==> config.mk <==
export PLATFORM = sky130hd
export DESIGN_NAME = lru_page_cache_lookup
export DESIGN_NICKNAME = d
export VERILOG_FILES = /design/src/rtl/core/lpc_pkg.sv /design/src/rtl/core/lpc_cell.sv /design/src/rtl/core/lpc_ctrl.sv /design/src/rtl/core/lru_page_cache_lookup.sv
export VERILOG_INCLUDE_DIRS = /design/src /design/src/rtl/core
export SDC_FILE = /design/constraint.sdc
export NUM_CORES = 2
export LEC_CHECK = 0
export BUFFER_PORTS_ARGS = -buffer_cell sky130_fd_sc_hd__buf_2
export CAP_MARGIN = 20
export CORE_UTILIZATION = 55
export DETAILED_ROUTE_END_ITERATION = 7
export PLACE_DENSITY = 0.75
export SLEW_MARGIN = 20
export SYNTH_ARGS = -nofsm -noshare
export SYNTH_HDL_FRONTEND = slang
export SYNTH_SLANG_ARGS = --single-unit
==> constraint.sdc <==
create_clock -name clk -period 11.2 [get_ports clk]
set_input_delay 0.56 -clock clk [delete_from_list [all_inputs] [get_ports clk]]
set_output_delay 0.56 -clock clk [all_outputs]
set_load 0.02 [all_outputs]
==> src/rtl/core/lru_page_cache_lookup_macros.svh <==
// Assertion macros used by the page cache lookup controller.
`ifndef LRU_PAGE_CACHE_LOOKUP_MACROS_SVH
`define LRU_PAGE_CACHE_LOOKUP_MACROS_SVH

`ifndef SYNTHESIS
// Same-cycle implication.
`define LPC_ASSERT_IMP(lbl, clk, rst, ante, cons, msg) \
  lbl: assert property (@(posedge clk) disable iff (rst) (ante) |-> (cons)) else $error(msg);
// Next-cycle implication.
`define LPC_ASSERT_NXT(lbl, clk, rst, ante, cons, msg) \
  lbl: assert property (@(posedge clk) disable iff (rst) (ante) |=> (cons)) else $error(msg);
`else
`define LPC_ASSERT_IMP(lbl, clk, rst, ante, cons, msg)
`define LPC_ASSERT_NXT(lbl, clk, rst, ante, cons, msg)
`endif

`endif

==> src/rtl/core/lpc_pkg.sv <==
`timescale 1ns / 1ps

package lpc_pkg;

  localparam int NUM_PAGES_DEF       = 16;
  localparam int PAGE_BYTES_LOG2_DEF = 12;

  localparam int ADDR_W   = 32;
  localparam int LEN_W    = 13;
  localparam int PAGE_W   = 20;
  localparam int STAMP_W  = 32;
  localparam int OFFSET_W = 12;
  localparam int SLOT_W   = 4;

  // Search token walking down the row of slot cells.
  typedef struct packed {
    logic               vld;
    logic               hit;
    logic [STAMP_W-1:0] best_stamp;
  } token_t;

  // Slot update broadcast to every cell.
  typedef struct packed {
    logic               en;
    logic               miss;
    logic [PAGE_W-1:0]  page;
    logic [STAMP_W-1:0] stamp;
  } slot_wr_t;

endpackage

==> src/rtl/core/lpc_cell.sv <==
`timescale 1ns / 1ps

module lpc_cell #(
  parameter int IDX_W    = 4,
  parameter int CELL_IDX = 0
) (
  input  logic                      clk,
  input  logic                      rst,
  input  lpc_pkg::token_t           tok_in,
  input  logic [IDX_W-1:0]          hit_idx_in,
  input  logic [IDX_W-1:0]          best_idx_in,
  input  logic [lpc_pkg::PAGE_W-1:0] lookup_page,
  input  lpc_pkg::slot_wr_t         wr,
  input  logic [IDX_W-1:0]          wr_idx,
  output lpc_pkg::token_t           tok_out,
  output logic [IDX_W-1:0]          hit_idx_out,
  output logic [IDX_W-1:0]          best_idx_out
);
  import lpc_pkg::*;

  localparam logic [IDX_W-1:0] MY_IDX  = IDX_W'(CELL_IDX);
  localparam bit               IS_HEAD = (CELL_IDX == 0);

  logic               slot_valid;
  logic [PAGE_W-1:0]  slot_page;
  logic [STAMP_W-1:0] slot_stamp;
  logic               wr_sel;
  logic               match;
  logic               take_own;

  assign wr_sel   = wr.en && (wr_idx == MY_IDX);
  assign match    = slot_valid && (slot_page == lookup_page);
  // Strict less-than keeps the lower index on a tie.
  assign take_own = IS_HEAD || (slot_stamp < tok_in.best_stamp);

  always_ff @(posedge clk) begin
    if (rst) begin
      slot_valid <= 1'b0;
      slot_page  <= '0;
      slot_stamp <= '0;
    end else if (wr_sel) begin
      slot_stamp <= wr.stamp;
      if (wr.miss) begin
        slot_valid <= 1'b1;
        slot_page  <= wr.page;
      end
    end
  end

  always_ff @(posedge clk) begin
    if (rst) begin
      tok_out.vld <= 1'b0;
    end else begin
      tok_out.vld <= tok_in.vld;
    end
  end

  always_ff @(posedge clk) begin
    tok_out.hit  <= tok_in.hit || match;
    hit_idx_out  <= tok_in.hit ? hit_idx_in : MY_IDX;
    if (take_own) begin
      tok_out.best_stamp <= slot_stamp;
      best_idx_out       <= MY_IDX;
    end else begin
      tok_out.best_stamp <= tok_in.best_stamp;
      best_idx_out       <= best_idx_in;
    end
  end

endmodule

==> src/rtl/core/lpc_ctrl.sv <==
`timescale 1ns / 1ps
`include "lru_page_cache_lookup_macros.svh"

module lpc_ctrl #(
  parameter int IDX_W           = 4,
  parameter int PAGE_BYTES_LOG2 = 12
) (
  input  logic                         clk,
  input  logic                         rst,
  input  logic                         start,
  input  logic [lpc_pkg::ADDR_W-1:0]   start_address,
  input  logic [lpc_pkg::LEN_W-1:0]    length,
  input  logic                         cfg_write,
  input  logic [lpc_pkg::ADDR_W-1:0]   cfg_data,
  output logic                         busy,
  output logic                         done,
  output logic                         rejected,
  output logic [lpc_pkg::OFFSET_W-1:0] page_offset,
  output logic                         first_hit,
  output logic [lpc_pkg::SLOT_W-1:0]   first_slot,
  output logic [lpc_pkg::PAGE_W-1:0]   first_load_page,
  output logic                         spans_two,
  output logic                         second_hit,
  output logic [lpc_pkg::SLOT_W-1:0]   second_slot,
  output logic [lpc_pkg::PAGE_W-1:0]   second_load_page,
  output lpc_pkg::token_t              seed,
  output logic [lpc_pkg::PAGE_W-1:0]   lookup_page,
  output lpc_pkg::slot_wr_t            wr,
  output logic [IDX_W-1:0]             wr_idx,
  input  lpc_pkg::token_t              tail,
  input  logic [IDX_W-1:0]             tail_hit_idx,
  input  logic [IDX_W-1:0]             tail_best_idx
);
  import lpc_pkg::*;

  localparam logic [1:0] ST_IDLE = 2'd0;
  localparam logic [1:0] ST_SCAN = 2'd1;
  localparam logic [1:0] ST_DONE = 2'd2;

  localparam logic [ADDR_W:0]   PAGE_BYTES  = (ADDR_W+1)'(1) << PAGE_BYTES_LOG2;
  localparam logic [ADDR_W-1:0] OFFSET_MASK = ADDR_W'(PAGE_BYTES - (ADDR_W+1)'(1));

  logic [1:0]          state;
  logic                launch;
  logic [STAMP_W-1:0]  counter;
  logic [ADDR_W-1:0]   file_size;

  logic                rej_q;
  logic [OFFSET_W-1:0] off_q;
  logic [PAGE_W-1:0]   page1_q;
  logic [PAGE_W-1:0]   cur_page;
  logic                two_q;
  logic                phase;
  logic                hit1_q;
  logic [IDX_W-1:0]    slot1_q;
  logic                hit2_q;
  logic [IDX_W-1:0]    slot2_q;

  logic                accept;
  logic [ADDR_W-1:0]   page32;
  logic [ADDR_W-1:0]   off32;
  logic [ADDR_W:0]     req_end;
  logic                bad;
  logic                crosses;

  assign busy   = (state == ST_SCAN);
  assign done   = (state == ST_DONE);
  assign accept = start && !busy;

  // Request check and split, with 33-bit adds and compares.
  always_comb begin
    page32  = start_address >> PAGE_BYTES_LOG2;
    off32   = start_address & OFFSET_MASK;
    req_end = (ADDR_W+1)'(start_address) + (ADDR_W+1)'(length);
    bad     = (length == '0) || ((ADDR_W+1)'(length) > PAGE_BYTES) ||
              (req_end > (ADDR_W+1)'(file_size));
    crosses = ((ADDR_W+1)'(off32) + (ADDR_W+1)'(length)) > PAGE_BYTES;
  end

  assign seed.vld        = launch;
  assign seed.hit        = 1'b0;
  assign seed.best_stamp = '0;
  assign lookup_page     = cur_page;

  // Slot update at the end of each scan.
  always_comb begin
    wr.en    = tail.vld;
    wr.miss  = !tail.hit;
    wr.page  = cur_page;
    wr.stamp = tail.hit ? counter : counter + 32'd1;
    wr_idx   = tail.hit ? tail_hit_idx : tail_best_idx;
  end

  always_ff @(posedge clk) begin
    if (rst) begin
      state     <= ST_IDLE;
      launch    <= 1'b0;
      counter   <= 32'd1;
      file_size <= '0;
    end else begin
      launch <= 1'b0;
      if (cfg_write) begin
        file_size <= cfg_data;
      end
      unique case (state)
        ST_IDLE, ST_DONE: begin
          if (accept) begin
            if (bad) begin
              state <= ST_DONE;
            end else begin
              state  <= ST_SCAN;
              launch <= 1'b1;
            end
          end else begin
            state <= ST_IDLE;
          end
        end
        ST_SCAN: begin
          if (tail.vld) begin
            counter <= counter + (tail.hit ? 32'd1 : 32'd2);
            if (!phase && two_q) begin
              launch <= 1'b1;
            end else begin
              state <= ST_DONE;
            end
          end
        end
        default: state <= ST_IDLE;
      endcase
    end
  end

  always_ff @(posedge clk) begin
    if (accept) begin
      rej_q    <= bad;
      off_q    <= off32[OFFSET_W-1:0];
      page1_q  <= page32[PAGE_W-1:0];
      cur_page <= page32[PAGE_W-1:0];
      two_q    <= crosses;
      phase    <= 1'b0;
    end else if (busy && tail.vld) begin
      if (!phase) begin
        hit1_q <= tail.hit;
        slot1_q <= wr_idx;
        if (two_q) begin
          phase    <= 1'b1;
          cur_page <= cur_page + PAGE_W'(1);
        end
      end else begin
        hit2_q  <= tail.hit;
        slot2_q <= wr_idx;
      end
    end
  end

  always_comb begin
    rejected         = rej_q;
    page_offset      = rej_q ? '0 : off_q;
    first_hit        = !rej_q && hit1_q;
    first_slot       = rej_q ? '0 : SLOT_W'(slot1_q);
    first_load_page  = (rej_q || hit1_q) ? '0 : page1_q;
    spans_two        = !rej_q && two_q;
    second_hit       = spans_two && hit2_q;
    second_slot      = spans_two ? SLOT_W'(slot2_q) : '0;
    second_load_page = (spans_two && !hit2_q) ? page1_q + PAGE_W'(1) : '0;
  end

  `LPC_ASSERT_IMP(a_tail_in_scan, clk, rst, tail.vld, (state == ST_SCAN) && !launch, "scan token arrived outside a scan")
  `LPC_ASSERT_NXT(a_counter_step, clk, rst, wr.en, (counter == $past(counter) + 32'd1) || (counter == $past(counter) + 32'd2), "use counter moved by other than one or two")
  `LPC_ASSERT_NXT(a_second_launch, clk, rst, tail.vld && !phase && two_q, launch && (state == ST_SCAN), "second page lookup not launched")

endmodule

==> src/rtl/core/lru_page_cache_lookup.sv <==
`timescale 1ns / 1ps
// Timing: a rejected request gives done in the cycle after start. An accepted one launches
// the search token, which is registered through each of the NUM_PAGES slot cells in turn;
// a request touching two pages launches it again, and done follows the last return.
// Throughput: one transaction per result; the next start is taken in the done cycle.
// Reset (rst, synchronous): all slots invalid with zero stamp, use counter 1, file_size 0.
// done is high for one cycle per result; the receiver cannot stall.

module lru_page_cache_lookup #(
  parameter int NUM_PAGES       = lpc_pkg::NUM_PAGES_DEF,
  parameter int PAGE_BYTES_LOG2 = lpc_pkg::PAGE_BYTES_LOG2_DEF
) (
  input  logic                         clk,
  input  logic                         rst,
  // request transaction
  input  logic                         start,
  output logic                         busy,
  input  logic [lpc_pkg::ADDR_W-1:0]   start_address,
  input  logic [lpc_pkg::LEN_W-1:0]    length,
  // file size register
  input  logic                         cfg_write,
  input  logic [lpc_pkg::ADDR_W-1:0]   cfg_data,
  // result transaction
  output logic                         done,
  output logic                         rejected,
  output logic [lpc_pkg::OFFSET_W-1:0] page_offset,
  output logic                         first_hit,
  output logic [lpc_pkg::SLOT_W-1:0]   first_slot,
  output logic [lpc_pkg::PAGE_W-1:0]   first_load_page,
  output logic                         spans_two,
  output logic                         second_hit,
  output logic [lpc_pkg::SLOT_W-1:0]   second_slot,
  output logic [lpc_pkg::PAGE_W-1:0]   second_load_page
);
  import lpc_pkg::*;

  localparam int IDX_W = $clog2(NUM_PAGES);

  // Token chain: tok[0] is the seed from the controller, tok[NUM_PAGES] the tail.
  // Each cell compares its tag against the lookup page and its stamp against the
  // running minimum, then registers the token for its neighbor.
  token_t           tok      [NUM_PAGES+1];
  logic [IDX_W-1:0] hit_idx  [NUM_PAGES+1];
  logic [IDX_W-1:0] best_idx [NUM_PAGES+1];

  logic [PAGE_W-1:0] lookup_page;
  slot_wr_t          wr;
  logic [IDX_W-1:0]  wr_idx;

  assign hit_idx[0]  = '0;
  assign best_idx[0] = '0;

  lpc_ctrl #(
    .IDX_W           (IDX_W),
    .PAGE_BYTES_LOG2 (PAGE_BYTES_LOG2)
  ) u_ctrl (
    .clk              (clk),
    .rst              (rst),
    .start            (start),
    .start_address    (start_address),
    .length           (length),
    .cfg_write        (cfg_write),
    .cfg_data         (cfg_data),
    .busy             (busy),
    .done             (done),
    .rejected         (rejected),
    .page_offset      (page_offset),
    .first_hit        (first_hit),
    .first_slot       (first_slot),
    .first_load_page  (first_load_page),
    .spans_two        (spans_two),
    .second_hit       (second_hit),
    .second_slot      (second_slot),
    .second_load_page (second_load_page),
    .seed             (tok[0]),
    .lookup_page      (lookup_page),
    .wr               (wr),
    .wr_idx           (wr_idx),
    .tail             (tok[NUM_PAGES]),
    .tail_hit_idx     (hit_idx[NUM_PAGES]),
    .tail_best_idx    (best_idx[NUM_PAGES])
  );

  // One cell per slot; the update from the controller lands in the addressed cell
  // in the same cycle the tail token arrives.
  for (genvar i = 0; i < NUM_PAGES; i++) begin : g_cell
    lpc_cell #(
      .IDX_W    (IDX_W),
      .CELL_IDX (i)
    ) u_cell (
      .clk          (clk),
      .rst          (rst),
      .tok_in       (tok[i]),
      .hit_idx_in   (hit_idx[i]),
      .best_idx_in  (best_idx[i]),
      .lookup_page  (lookup_page),
      .wr           (wr),
      .wr_idx       (wr_idx),
      .tok_out      (tok[i+1]),
      .hit_idx_out  (hit_idx[i+1]),
      .best_idx_out (best_idx[i+1])
    );
  end

endmodule
==> flow_summary_export.csv <==
group,metric,value,unit
layout,final_layout_size_suffix_gt1_share,12.5,%
place,post-dp-hpwl,109000,um
detailed_routing,wl,164000,um
synthesis,ys_seq_area_share,46.2,%
synthesis,syn_avg_cell_area,9.41,um^2
layout,n_antenna_cell,0,
timing,slew_viol_final,0,
detailed_routing,avgViaCountPerCell,5.58,
layout,layout.nets,8042,
worst_setup_path,reg2reg_depth,8,
synthesis,netlist_top_cells_area,"dfxtp_1 (43%), ha_1 (9.2%), a211oi_1 (5.6%)",
run_status,status,"finished clean",
floorplan,start_util,55.7,%
worst_setup_path,cpMaxStageDelayCell,"o41ai_1",
synthesis,netlist_area,70300,um^2
global_routing,grt-ovfl-total,0,
detailed_routing,routedWlPerCell,17.8,um
global_routing,grt.busiest_layer,"met2",
pwr,power.density,149,nW/um^2
clock_network,numCtsBuffers,161,
timing,whs,0.0471,ns
floorplan,die_y,360,um
clock_network,cts_resized,0,
timing,fin_crit_sh,49.5,%
worst_setup_path,r2r-start,"g_cell[15].u_cell.tok_out[32]",
clock_network,cts_max_level,4,
detailed_routing,drt_iter0_drc,3508,
layout,fillers,10174,
clock_network,clk_path_buf_depth,3,
place,place.gp.congestion,0.876,
timing,rsz0062_at_grt,"false",
hold_path,hold_class,"in2reg",
worst_setup_path,required,11.86,ns
pwr,ir_drop,0.000168,V
detailed_routing,vias,51496,
timing,setup_violations,0,
timing,hold_viol,0,
worst_setup_path,critPathCaptureType,"register",
synthesis,syn-num-nets,8072,
synthesis,synthArstFlopShare,0,%
synthesis,synthCells,7474,
floorplan,die_w,360,um
synthesis,ys.flop_type,"dfxtp_1",
floorplan,die_area,129000,um^2
hold_path,worst_hold_startpoint,"cfg_data[11]",
floorplan,num_rows,130,
synthesis,synth_area_leader_cell,"dfxtp_1",
place,dpl_worst_slack,5.56,ns
worst_setup_path,path_cells,"dlygate4sd3_1, buf_2, ha_1, inv_1, fa_1, nor2b_1, o2111ai_1, a311oi_1, o21ai_0, a21oi_1, nand3_1, nor2_1, xor2_1, ha_1, and2_1, a221o_1, a221oi_1, nand2_1, o21a_1, o41ai_1, nand2_1, a21o_1",
synthesis,synth_edf_count,64,
global_routing,grt_use_met3,3.12,%
detailed_routing,drc,0,
worst_setup_path,arrival,6.21,ns
timing,tns,0,ns
timing,relSlewSlack,20.5,%
timing,setup_ws,5.66,ns
floorplan,core,126000,um^2
clock_network,clkTransAtPathRegs,0.06,ns
worst_setup_path,startpoint_type,"input port",
place,portBuffers,146,
global_routing,grtUsageMet1,32.1,%
global_routing,grt_use_met2,43.4,%
detailed_routing,first_pass_iters,6,
global_routing,grt_antenna_before_repair,0,
worst_setup_path,critPathMaxFanout,3,
clock_network,root_buffer,"clkbuf_16",
global_routing,grt_usage,25.0,%
global_routing,grt_pass1_vias,50881,
timing,fmaxAchievable,180,MHz
global_routing,grt_max_degree,199,
worst_setup_path,critical_path_class,"in2reg",
hold_path,hold_path_depth,3,
synthesis,ys_ff_latch,1590,
clock_network,cts_tree,"built",
timing,finClkSkew,0.0215,ns
synthesis,synth_cell_types,72,
clock_network,clock_latency,0.78,ns
worst_setup_path,crit_start,"start_address[0]",
layout,final_util,62.1,%
timing,worst_slew_pin_slew,1.19,ns
clock_network,clkSinkCount,1590,
detailed_routing,ant_nets,0,
synthesis,yosys.area.top_type_share,43.4,%
synthesis,synth-warning-count,0,
global_routing,grt_pass1_wl,267000,um
worst_setup_path,cpPeakStageDelay,0.74,ns
floorplan,io-pin-count,147,
pwr,power.leakage,29.9,nW
layout,syn_to_final_growth,11.4,%
timing,period_needed,5.54,ns
flow_run,maxCapViolCount,0,
==> flip-flops by register name (all words and copies together) (netlist names), 12 cells and up <==
| signal | count |
|---|---|
| g_cell.u_cell.best_idx_out | 49 |
| g_cell.u_cell.hit_idx_out | 49 |
| g_cell.u_cell.slot_page | 320 |
| g_cell.u_cell.slot_stamp | 512 |
| g_cell.u_cell.slot_valid | 16 |
| g_cell.u_cell.tok_out | 512 |
| u_ctrl.counter | 32 |
| u_ctrl.file_size | 32 |
| u_ctrl.lookup_page | 20 |
| u_ctrl.off_q | 12 |
| u_ctrl.page1_q | 20 |
==> cells in the mapped netlist (12+ instances only) <==
cell type / instances
dfxtp_1: 1526
nand2_1: 787
nor2_1: 703
a211oi_1: 526
inv_1: 524
ha_1: 515
a21oi_1: 454
mux2_2: 321
clkbuf_1: 313
xnor2_1: 239
xor2_1: 197
nand4_1: 125
a21o_1: 108
o21ai_0: 102
buf_2: 96
mux2_1: 96
nand2b_1: 77
nand3_1: 73
and3_1: 70
edfxtp_1: 64
buf_1: 59
nor2b_1: 58
and2_1: 54
nor4_1: 53
a221o_1: 43
nor3_1: 43
mux2i_1: 37
o211ai_1: 16
o21a_1: 16
or2_2: 15
a221oi_1: 14
a2111oi_0: 12
o2111ai_1: 12
==> kinds of logic (layout without fill, tap and decap cells) <==
| kind of cell | Yosys count | count (layout) | synth area share [%] |
|---|---|---|---|
| AO/OA/AOI/OAI | 1384 | 1384 | 13.2 |
| AND/OR/NAND/NOR | 2093 | 2093 | 13.2 |
| adder cells (fa/ha/maj) | 517 | 517 | 9.22 |
| flip-flops | 1590 | 1590 | 46.2 |
| buffers and inverters | 999 | 1098 | 5.54 |
| XOR/XNOR | 437 | 437 | 5.45 |
| multiplexers | 454 | 454 | 7.20 |
==> cells in the final DEF, fill, tap and decap left out, drive strengths merged, types with 110 or more instances in the layout <==
cell	instances
inv	531
xnor2	239
nand2	787
xor2	198
dfxtp	1526
mux2	417
clkbuf	223
nand4	126
nor2	703
a21oi	456
o21ai	110
buf	247
a211oi	537
ha	515
==> critical path: cells and delay by family <==
kind	cells	cell delay [ns]
compound gates	9	3.02
xor+xnor	1	0.16
fa+ha+maj	3	0.85
buf+inv	3	0.71
simple gates	6	0.91
==> where the power goes <==
group          internal, mW  switching (mW)
logic                 0.179           0.365
registers              5.72          0.0176
clock network          3.18            2.23
==> metrics by stage <==
step | cells | area [um^2] | total power, mW
detailed placement | 8895 | 72600 | 6.39
finish | 9223 | 78400 | 11.7
floorplan | 7474 | 70300 | 6.22
global placement | 8894 | 72500 | 6.38
global route | 9223 | 78400 | 12.0
CTS | 9221 | 78300 | 11.8
==> metal layers <==
metal  wire (um)  share of wire [%]  vias up
li1            -                  -    25549
met1       72700                 44    24541
met2       80100                 49     1071
met3        6860                4.2      335
met4        4550                2.8        0
met5           0                  0        -
==> area by class of cell <==
class	instances	area [um^2]	area share, %
Multi-Input combinational cell	4885	34600	44.1
Inverter	525	1970	2.51
Tap cell	1650	2060	2.63
Clock buffer	223	4730	6.03
Clock inverter	69	649	0.829
Timing Repair Buffer	281	1920	2.45
Sequential cell	1590	32500	41.4
==> path summary, 6_finish.rpt <==
kind                              endpoint  slack, ns
max                        u_ctrl.state[1]       5.66
min                   u_ctrl.file_size[11]       0.05
max reg2reg  g_cell[1].u_cell.slot_page[0]       6.80
min reg2reg   g_cell[0].u_cell.tok_out[25]       0.35
==> what timing repair did <==
item	CTS	global route
hold endpoints to repair	34	0
hold buffers	34	0
buffers inserted	0	0
No activity file was read; power rests on OpenSTA's default activity.
